<file path="config.mk">
export PLATFORM = sky130hd
export DESIGN_NAME = cpi_divider
export DESIGN_NICKNAME = d
export VERILOG_FILES = /design/src/hw/rtl/cpi_pkg.sv /design/src/hw/rtl/cpi_divider.sv
export SDC_FILE = /design/constraint.sdc
export NUM_CORES = 1
export LEC_CHECK = 0
export ABC_AREA = 0
export BUFFER_PORTS_ARGS = -buffer_cell sky130_fd_sc_hd__buf_2
export CORE_ASPECT_RATIO = 1.4
export CORE_MARGIN = 1.5
export CORE_UTILIZATION = 63
export DETAILED_ROUTE_END_ITERATION = 10
export GPL_ROUTABILITY_DRIVEN = 0
export GPL_TIMING_DRIVEN = 0
export PLACE_DENSITY = 0.78
export SLEW_MARGIN = 15
export SYNTH_ARGS = -nofsm -noshare
export SYNTH_HDL_FRONTEND = slang
export SYNTH_SLANG_ARGS = --single-unit
</file>
<file path="constraint.sdc">
create_clock -name i_clk -period 5.85 [get_ports i_clk]
set_input_delay 0.8775 -clock i_clk [delete_from_list [all_inputs] [get_ports i_clk]]
set_output_delay 0.8775 -clock i_clk [all_outputs]
set_load 0.005 [all_outputs]
</file>
<file path="src/hw/rtl/cpi_pkg.sv">
// ----------------------------------------------------------------------------
// cpi_pkg
// Shared constants, types and helpers for the complex power integrator.
// ----------------------------------------------------------------------------
package cpi_pkg;

    localparam int MAX_ELEMENTS = 8192;
    localparam int MAX_WINDOW   = 1024;

    localparam int SAMPLE_W = 8;     // packed input word
    localparam int POWER_W  = 8;     // re^2 + im^2, 0..128
    localparam int ELEM_W   = 13;    // element position / index
    localparam int WIN_W    = 10;    // window position
    localparam int SUM_W    = 18;    // accumulator entry
    localparam int AVG_W    = 16;    // averaged output
    localparam int FRAC_W   = 8;     // fraction bits of the average
    localparam int WLEN_W   = 11;    // window_length register
    localparam int SELEM_W  = 14;    // sample_elements register

    localparam int CFG_IDX_W  = 1;
    localparam int CFG_DATA_W = 14;

    localparam logic [CFG_IDX_W-1:0] REG_WINDOW_LENGTH   = 1'd0;
    localparam logic [CFG_IDX_W-1:0] REG_SAMPLE_ELEMENTS = 1'd1;

    localparam logic [WLEN_W-1:0]  WLEN_RST  = 11'd100;
    localparam logic [SELEM_W-1:0] SELEM_RST = 14'd6144;

    localparam logic [SUM_W-1:0] SUM_MAX = '1;

    typedef struct packed {
        logic [SUM_W-1:0]  sum;
        logic [ELEM_W-1:0] pos;
        logic              last;
    } t_div_req;

    typedef struct packed {
        logic [AVG_W-1:0]  avg;
        logic [ELEM_W-1:0] pos;
        logic              last;
    } t_div_rsp;

    // Square of a 4-bit two's-complement nibble, 0..64.
    function automatic logic [6:0] nibble_square(input logic [3:0] nib);
        logic [3:0] mag;
        logic [7:0] sq;
        mag = nib[3] ? (~nib + 4'd1) : nib;
        sq  = {4'd0, mag} * {4'd0, mag};
        return sq[6:0];
    endfunction

endpackage

</file>
<file path="src/hw/rtl/cpi_divider.sv">
// ----------------------------------------------------------------------------
// cpi_divider
// Pipelined restoring divider: (sum * 256) / window_length, two quotient
// bits per stage, saturating at the top of the output range.
// ----------------------------------------------------------------------------
module cpi_divider
    import cpi_pkg::*;
(
    input  logic              i_clk,
    input  logic              i_rst_n,
    input  logic              i_adv,
    input  logic              i_valid,
    input  t_div_req          i_req,
    input  logic [WLEN_W-1:0] i_divisor,
    output logic              o_valid,
    output t_div_rsp          o_rsp
);

    localparam int STEPS = AVG_W / 2;

    logic              r_valid [0:STEPS];
    logic [WLEN_W-1:0] r_rem   [0:STEPS];
    logic [AVG_W-1:0]  r_num   [0:STEPS];
    logic [AVG_W-1:0]  r_quo   [0:STEPS];
    logic [ELEM_W-1:0] r_pos   [0:STEPS];
    logic              r_last  [0:STEPS];
    logic              r_sat   [1:STEPS];

    logic [WLEN_W-1:0] n_rem [1:STEPS];
    logic [1:0]        n_q   [1:STEPS];

    // Shift in two dividend bits, trial-subtract after each.
    function automatic logic [WLEN_W+1:0] div_step(input logic [WLEN_W-1:0] rem,
                                                   input logic [1:0] bits,
                                                   input logic [WLEN_W-1:0] d);
        logic [WLEN_W:0]   t;
        logic [WLEN_W-1:0] r;
        logic [1:0]        q;
        r = rem;
        q = 2'b00;
        for (int k = 1; k >= 0; k--) begin
            t = {r, bits[k]};
            if (t >= {1'b0, d}) begin
                t    = t - {1'b0, d};
                q[k] = 1'b1;
            end
            r = t[WLEN_W-1:0];
        end
        return {q, r};
    endfunction

    always_comb begin
        for (int i = 1; i <= STEPS; i++) begin
            {n_q[i], n_rem[i]} = div_step(r_rem[i-1], r_num[i-1][AVG_W-1 -: 2], i_divisor);
        end
    end

    always_ff @(posedge i_clk) begin
        if (!i_rst_n) begin
            for (int i = 0; i <= STEPS; i++) begin
                r_valid[i] <= 1'b0;
            end
        end else if (i_adv) begin
            r_valid[0] <= i_valid;
            for (int i = 1; i <= STEPS; i++) begin
                r_valid[i] <= r_valid[i-1];
            end
        end
    end

    always_ff @(posedge i_clk) begin
        if (i_adv) begin
            r_rem[0]  <= {1'b0, i_req.sum[SUM_W-1:FRAC_W]};
            r_num[0]  <= {i_req.sum[FRAC_W-1:0], {(AVG_W-FRAC_W){1'b0}}};
            r_quo[0]  <= '0;
            r_pos[0]  <= i_req.pos;
            r_last[0] <= i_req.last;
            // quotient overflows when the high part alone reaches the divisor
            r_sat[1]  <= (r_rem[0] >= i_divisor);
            for (int i = 1; i <= STEPS; i++) begin
                r_rem[i]  <= n_rem[i];
                r_num[i]  <= {r_num[i-1][AVG_W-3:0], 2'b00};
                r_quo[i]  <= {r_quo[i-1][AVG_W-3:0], n_q[i]};
                r_pos[i]  <= r_pos[i-1];
                r_last[i] <= r_last[i-1];
            end
            for (int i = 2; i <= STEPS; i++) begin
                r_sat[i] <= r_sat[i-1];
            end
        end
    end

    assign o_valid    = r_valid[STEPS];
    assign o_rsp.avg  = r_sat[STEPS] ? {AVG_W{1'b1}} : r_quo[STEPS];
    assign o_rsp.pos  = r_pos[STEPS];
    assign o_rsp.last = r_last[STEPS];

endmodule

</file>
### Yosys cells after proc, flatten, opt, wreduce, memory -nomap -nowiden

Memory sizes are Yosys's and may differ from the RTL's.
Cells that the tools add are included.

| cells by class | value |
|---|---|
| add/sub/neg operators | 16 |
| $lt $le $gt $ge | 17 |
| mux-type cells | 47 |
| bitwise logic cells | 9 |

Operator list:

| operator | count |
|---|---|
| >= comparator 12 x 11 -> 1 bit | 16 |
| 2-to-1 mux 11 bit | 16 |
| subtractor 11 bit | 16 |
| 2-to-1 mux 1 bit | 30 |
| 2-to-1 mux 16 bit | 1 |
| >= comparator 11 bit | 1 |
| bitwise OR 1 bit | 9 |

| word-level totals | value |
|---|---|
| bits in registers | 0 |
| memory bits (writable) | 512 |
| output and inout port bits | 31 |
| logic and storage cells | 96 |
| memories | 7 |

Memories:

| name | words | width | read ports | clocked after Yosys merged registers in | wr ports | line | RTL |
|---|---|---|---|---|---|---|---|
| r_quo | 9 | 16 | 9 | 0 | 9 | cpi_divider.sv:24 | `logic [AVG_W-1:0] r_quo [0:STEPS];` |
| r_num | 9 | 14 | 8 | 0 | 9 | cpi_divider.sv:23 | `logic [AVG_W-1:0] r_num [0:STEPS];` |
| r_pos | 9 | 13 | 9 | 0 | 9 | cpi_divider.sv:25 | `logic [ELEM_W-1:0] r_pos [0:STEPS];` |
| r_rem | 9 | 11 | 8 | 0 | 9 | cpi_divider.sv:22 | `logic [WLEN_W-1:0] r_rem [0:STEPS];` |
| r_last | 9 | 1 | 9 | 0 | 9 | cpi_divider.sv:26 | `logic r_last [0:STEPS];` |
| r_valid | 9 | 1 | 9 | 0 | 9 | cpi_divider.sv:21 | `logic r_valid [0:STEPS];` |
| +1 memories | - | - | - | - | - | - |  |

### Logic depth before layout (Yosys ltp)

Gate-level depths: netlist of run 1.
An unclocked memory read counts as a cell.

| logic depth | value |
|---|---|
| depth after elaboration | 5 |
| mapped depth | 19 |

### Worst setup path before layout of run 1

OpenSTA, ideal clock, no wires.

| timing path | value |
|---|---|
| path type | in2reg |
| start | input i_divisor[0] |
| end | memory r_rem[7][2], in the netlist r_rem[0][79], data pin |
| arrival time | 5.073 ns |
| path slack | 0.515 ns |
| cell stages on the path | 19 |
| path through | clkbuf_1 > clkinv_1 > ha_1 > nor2b_1 > o21ai_0 > a21oi_1 > o21ai_0 > a21oi_1 > clkbuf_1 > mux2_2 > ha_1 > o21a_1 > nor2_1 > a211oi_1 > o31ai_1 > a21bo_2 > and3_1 > buf_2 > mux2_1 |

RTL lines:

| what | line | RTL |
|---|---|---|
| start, declared | cpi_divider.sv:14 | `input logic [WLEN_W-1:0] i_divisor,` |
| end, declared | cpi_divider.sv:22 |  |

==> impl_results.md, run 1 <==
* Port bufs at 77
* Sw frac at 39.7%
* CP required at 6160 ps
* Max Cap Viol at 0
* RSZ-0062 raised after global routing: false
* Ys Warns at 0
* Grt ovf at 0
* CTS H-tree lvls at 1
* # IOs at 78
* Critical Path Sink Type: flop
* Synth async-reset ratio at 0%
* Sink Count at 322
* Endpoints failing hold at 0
* Vias at 13400
* Hold_ws at 408 ps
* CTS tree: done
* Fmax at 0.178 GHz
* P_int at 8.74 mW
* Status: complete, no violations
* Clk pwr share at 13.8%
* Library cells used by synthesis at 80
* Comb pwr share at 60.8%
* Power Density at 663 nW/um^2
* Die area at 31900 um^2
* DP Area at 20400 um^2
* Dpl ws at -1370 ps
* Detailed Routing Iterations Pass 1 at 5
* Post-synth EDFFs at 322
* TNS Setup at 0 ps
* Worst VDD drop at 468 uV
* Final Cycle Share at 96.0%
* Hold Crit Class: flop to flop
* Top Usage Layer GRT: met2
* Antenna Cells at 0
* Syn Inst Count at 1612
* Max Root-Sink Buffers at 3
* Synth Register Bits at 322
* Layout cells sized above 1 at 17.4%
* GR Layer Usage met2 at 48.7%
* Flop pwr share at 25.4%
* DP HPWL at 27700 um
* DR vias/cell at 6.18
* Chip width at 151 um
* Post-route DRC at 0
* Leak at 8.56 nW
* Clock Tree Root: clkbuf_16
* Startpoint Class: input port
* Max FO, Critical Path at 15
* First-pass GRT wire length at 66900 um
* Worst Skew at 31.0 ps
* NumNets Final at 2006
* Register area share after synthesis at 49.8%
* Inserted Clock Buffers at 31
* Slew @ Worst Pin at 771 ps
* Net count after synthesis at 1852
* Vias in the first global route at 13400
* Critical path type: input port to flop
* Initial Util at 64.5%
* Final Max Tran Viols at 0
* Avg Cell Area, Syn at 12.1 um^2
* Post-DRT Antenna Nets at 0
* Std-Cell Rows at 75
* Period minus WS final at 5610 ps
* Met1 usage at 31.0%
* Die H at 211 um
* Mapped cell area at 19400 um^2
* Post-Route WL at 41800 um
* P_sw at 5.74 mW
* DRT iter0 DRCs at 724
* Fin area at 21800 um^2
* Clk_lat worst skew at 600 ps
* Core region area at 30100 um^2
* Clock transition at the registers of the reported paths at 60 ps
* WL per Instance at 19.2 um
* Top_reg_cell synth: edfxtp_1
* Largest net degree at the start of global routing at 116
* Slew HR at 48.6%
* Number of antenna violations at the first check in global routing at 0
* Final Setup Violations at 0
* Area growth syn-to-layout at 12.4%
* Total power at 14.5 mW
* GR Util met3 at 3.17%
* Worst Slack Setup Final at 235 ps
* Total Routing Usage GR at 26.9%
* Worst Path Arrival at 5920 ps
-- kinds of logic after synthesis --
kind of cell	Yosys count	share of synthesized area (%)
AND/OR/NAND/NOR	436	11.6
AO/OA/AOI/OAI	350	12.2
flip-flops	322	49.8
adder cells (fa/ha/maj)	193	12.9
multiplexers	121	7.17
XOR/XNOR	99	4.46
buffers and inverters	91	1.98
-- layer usage --
layer	share of wire (%)	vias to the layer above
li1	-	6528
met5	0	-
met3	4.1	125
met1	38	6449
met4	5.1	0
met2	53	345
-- registers in the layout (all words and copies together), names as in the netlist --
name,count
r_last,9
r_num,20
r_pos,117
r_quo,72
r_rem,87
r_sat,8
r_valid,9
-- cell type report --
class | count | area, um^2
Clock inverter | 23 | 220
Inverter | 72 | 309
Buffer | 19 | 123
Fill cell | 2046 | 8290
Sequential cell | 322 | 9670
Timing Repair Buffer | 121 | 825
Tap cell | 385 | 482
Clock buffer | 35 | 791
Multi-Input combinational cell | 1199 | 9410
-- power by group through the flow --
stage / combinational [mW] / sequential, mW / clock (mW)
6_report: 8.81 / 3.67 / 2.00
5_1_grt: 9.79 / 3.71 / 2.12
4_1_cts: 8.65 / 3.67 / 2.03
3_5_place_dp: 8.52 / 3.71 / 0
3_3_place_gp: 8.23 / 3.71 / 0
2_1_floorplan: 6.91 / 3.61 / 0
-- placed cells by master, fill, tap and decap left out, drive strengths merged, types with 23 or more instances in the layout --
cell type  count
a21o          23
a21oi         73
buf          129
clkbuf        46
edfxtp       322
ha           181
inv           66
mux2          97
mux2i         24
nand2         69
nor2         114
nor2b         43
nor3          60
o21a          31
o21ai         85
or2           30
xnor2         68
xor2          31
-- final timing paths --
check	start	end	slack, ps	depth (start not counted)
max	i_divisor[0]	r_rem[0][29]$_DFFE_PP_	240	19
min	r_last[0][0]$_DFFE_PP_	r_last[0][1]$_DFFE_PP_	410	0
max reg2reg	r_num[0][27]$_DFFE_PP_	r_rem[0][29]$_DFFE_PP_	510	19
min reg2reg	r_last[0][0]$_DFFE_PP_	r_last[0][1]$_DFFE_PP_	410	0
-- critical path: stages --
cell	delay (ps)
clkbuf_4	270
ha_1	310
fa_1	410
nor2b_1	170
o22a_1	230
o2111ai_1	240
a31oi_4	270
clkbuf_2	310
nor2_1	70
a21oi_1	200
ha_1	310
or2_2	300
a21oi_1	150
a31oi_1	100
o2111a_1	290
a2111oi_0	350
o221ai_1	320
buf_2	310
mux2_1	420
-- stage by stage --
step,utilization (%),instances
3_3_place_gp,67.4,2074
4_1_cts,71.5,2148
6_report,72.5,2176
2_1_floorplan,-,1612
5_1_grt,72.5,2176
3_5_place_dp,67.6,2076
-- cell usage after synthesis, drive strengths merged (4+ instances only) --
| master | count | area share, % |
|---|---|---|
| xor2 | 31 | 1.4 |
| and2 | 4 | 0.13 |
| a221oi | 4 | 0.18 |
| o41ai | 4 | 0.18 |
| o31ai | 15 | 0.58 |
| nor2b | 43 | 1.4 |
| a21boi | 7 | 0.27 |
| a31o | 4 | 0.18 |
| a21oi | 73 | 1.9 |
| xnor2 | 68 | 3.1 |
| and3 | 17 | 0.55 |
| nor2 | 114 | 2.2 |
| ha | 181 | 12 |
| or2 | 30 | 0.97 |
| o21ai | 85 | 2.2 |
| inv | 71 | 1.4 |
| and4 | 8 | 0.36 |
| nand2b | 10 | 0.32 |
| mux2 | 97 | 5.9 |
| o211ai | 9 | 0.35 |
| a211o | 4 | 0.18 |
| o31a | 6 | 0.27 |
| nand3 | 16 | 0.41 |
| nand2 | 69 | 1.3 |
| nor3 | 60 | 1.5 |
| nand4 | 19 | 0.61 |
| or4 | 9 | 0.37 |
| or3 | 11 | 0.35 |
| o21a | 31 | 1.2 |
| a31oi | 19 | 0.68 |
| nor4 | 5 | 0.16 |
| nor3b | 5 | 0.19 |
| clkbuf | 10 | 0.19 |
| a311oi | 4 | 0.21 |
| o2111ai | 10 | 0.45 |
| buf | 9 | 0.39 |
| mux2i | 24 | 1.2 |
| edfxtp | 322 | 50 |
| a2111oi | 7 | 0.38 |
| a21o | 23 | 0.89 |
| a211oi | 18 | 0.70 |
| fa | 12 | 1.2 |
| nand3b | 7 | 0.27 |
-- repair_timing --
action                                  in CTS  in global routing
setup buffers                               14                 28
endpoints found under the setup margin      46                 42
resized for setup                           17                 13
gates cloned                                 0                  0
pin swaps                                    0                  1
hold buffers                                 0                  0
(Power assumes the default switching activity.)
==> inputs of run 2 (changes only) <==
--- a/config.mk
+++ b/config.mk
@@ -7,13 +7,12 @@
 export LEC_CHECK = 0
 export ABC_AREA = 0
 export BUFFER_PORTS_ARGS = -buffer_cell sky130_fd_sc_hd__buf_2
-export CORE_ASPECT_RATIO = 1.4
-export CORE_MARGIN = 1.5
-export CORE_UTILIZATION = 63
+export CORE_MARGIN = 2
+export CORE_UTILIZATION = 50
 export DETAILED_ROUTE_END_ITERATION = 10
 export GPL_ROUTABILITY_DRIVEN = 0
 export GPL_TIMING_DRIVEN = 0
-export PLACE_DENSITY = 0.78
+export PLACE_DENSITY = 0.64
 export SLEW_MARGIN = 15
 export SYNTH_ARGS = -nofsm -noshare
 export SYNTH_HDL_FRONTEND = slang
==> impl_results.md, run 2 (same netlist as run 1, synthesis figures left out) <==
* CTS tree: done
* Max FO, Critical Path at 10 (-5)
* Vias in the first global route at 13000 (-2.9%)
* Fmax at 0.181 GHz (+1.6%)
* Slew HR at 57.9% (+9.3 points)
* TNS Setup at 0 ps (unchanged)
* Antenna Cells at 0 (unchanged)
* Detailed Routing Iterations Pass 1 at 5 (unchanged)
* Inserted Clock Buffers at 36 (+16%)
* Slew @ Worst Pin at 624 ps (-147 ps)
* Critical-path top delay cell: mux2_2
* Total Routing Usage GR at 20.5% (-6.4 points)
* Largest Register: r_pos
* Leak at 8.65 nW (+1.1%)
* Clock transition at the registers of the reported paths at 60 ps (about the same)
* Hold Crit Class: flop to flop
* Critical path type: input port to flop
* Commonest non-fill, non-tap cells in the layout: edfxtp_1, ha_1, nor2_1
* Post-route DRC at 0 (unchanged)
* Total power at 14.7 mW (+1.3%)
* CTS H-tree lvls at 2 (+1)
* Status: complete, no violations
* First-pass GRT wire length at 66600 um (-0.52%)
* Max Cap Viol at 0 (unchanged)
* Clk_lat worst skew at 530 ps (-70 ps)
* Top flop regs: r_pos x117, r_rem x87, r_quo x72
* CP cell instances: buf_2 > clkinvlp_4 > buf_4 > buf_4 > ha_1 > a211o_1 > a2111oi_2 > nor3_1 > o21ai_1 > nand2_1 > mux2_2 > ha_1 > or2_2 > a21oi_1 > a211oi_1 > o21ai_0 > a21oi_1 > and2b_2 > buf_12 > mux2_4
* Sink Count at 322 (unchanged)
* Final Cycle Share at 94.4% (-1.5 points)
* Std-Cell Rows at 72 (-4.0%)
* Post-DRT Antenna Nets at 0 (unchanged)
* Core region area at 38500 um^2 (+28%)
* Critical Path Sink Type: flop
* Port bufs at 77 (unchanged)
* Cells after DPL at 2210 (+6.5%)
* DP Area at 20600 um^2 (+0.95%)
* Power Density at 662 nW/um^2 (-0.15%)
* Number of antenna violations at the first check in global routing at 0 (unchanged)
* Endpoints failing hold at 0 (unchanged)
* Post-Route WL at 41100 um (-1.6%)
* WL per Instance at 17.8 um (-7.4%)
* Buf+Inv Stages, Crit Path at 5 (+2)
* Max Root-Sink Buffers at 3 (unchanged)
* Die H at 201 um (-4.6%)
* Final Max Tran Viols at 0 (unchanged)
* DR vias/cell at 5.69 (-8.0%)
* Initial Util at 50.5% (-14 points)
* Worst VDD drop at 278 uV (-41%)
* Fin area at 22100 um^2 (+1.4%)
* Final Setup Violations at 0 (unchanged)
* DRT iter0 DRCs at 806 (+11%)
* Vias at 13200 (-2.2%)
* Worst Skew at 11.1 ps (-19.9 ps)
* Period minus WS final at 5520 ps (-90.1 ps)
* Startpoint Class: input port
* # IOs at 78 (unchanged)
* Max FFs per register at 117 (unchanged)
* Die area at 40500 um^2 (+27%)
* NumNets Final at 2009 (+0.15%)
* Largest net degree at the start of global routing at 120 (+3.4%)
* Top Family by Delay on Critical Path: compound AO/OA/AOI/OAI gates
* DP HPWL at 27500 um (-0.72%)
* Most common library cell in the layout ignoring fill and taps: edfxtp_1
* Hold_ws at 410 ps (+2.23 ps)
* Grt ovf at 0 (unchanged)
* Crit-path max cell delay at 420 ps (about the same)
* Chip width at 201 um (+33%)
* CP required at 6140 ps (-20 ps)
* Area growth syn-to-layout at 14.0%
* Clock Tree Root: clkbuf_16
* Non-filler instance count after layout at 2313 (+6.3%)
* Worst Path Arrival at 5810 ps (-110 ps)
* Layout cells sized above 1 at 17.7% (+0.30 points)
## run 2: area by class of cell
cell class | count | area [um^2]
inverters | 72 | 310
fillers | 3145 | 16300
flip-flops and latches | 322 | 9670
well taps | 518 | 648
repair buffers | 119 | 826
clock buffers | 43 | 927
clock inverters | 21 | 245
plain buffers | 19 | 125
multi-input cells | 1199 | 9400
## run 2: metrics by stage
step | utilization (%) | setup slack [ps]
floorplan | - | 515
global placement | 53.2 | -1610
detailed placement | 53.4 | -1740
CTS | 57.3 | 20.3
global route | 57.6 | -8.01
finish | 57.6 | 325
## run 2: what timing repair did
action	in CTS	in global routing
pin swaps	0	1
hold buffers	0	0
resized for setup	15	13
setup endpoints to repair	67	41
setup buffers	29	10
## run 2: per-layer routing
metal,track usage [%],share of wire [%]
met5,0,0
met4,7.49,2.7
met3,2.45,3.5
met2,34.8,48
met1,27.2,46
## run 2: power by group
group          internal [mW]  switching (mW)  total (mW)
Clock                   1.36           0.892        2.25
Combinational           4.18            4.58        8.75
Sequential              3.44           0.225        3.66
## run 2: worst paths after layout
path	cells after the start	start	to	slack, ps
max	20	i_divisor[5]	r_rem[0][68]$_DFFE_PP_	330
min	0	r_quo[0][34]$_DFFE_PP_	r_quo[0][52]$_DFFE_PP_	410
max reg2reg	18	r_num[0][27]$_DFFE_PP_	r_rem[0][30]$_DFFE_PP_	610
min reg2reg	0	r_quo[0][34]$_DFFE_PP_	r_quo[0][52]$_DFFE_PP_	410
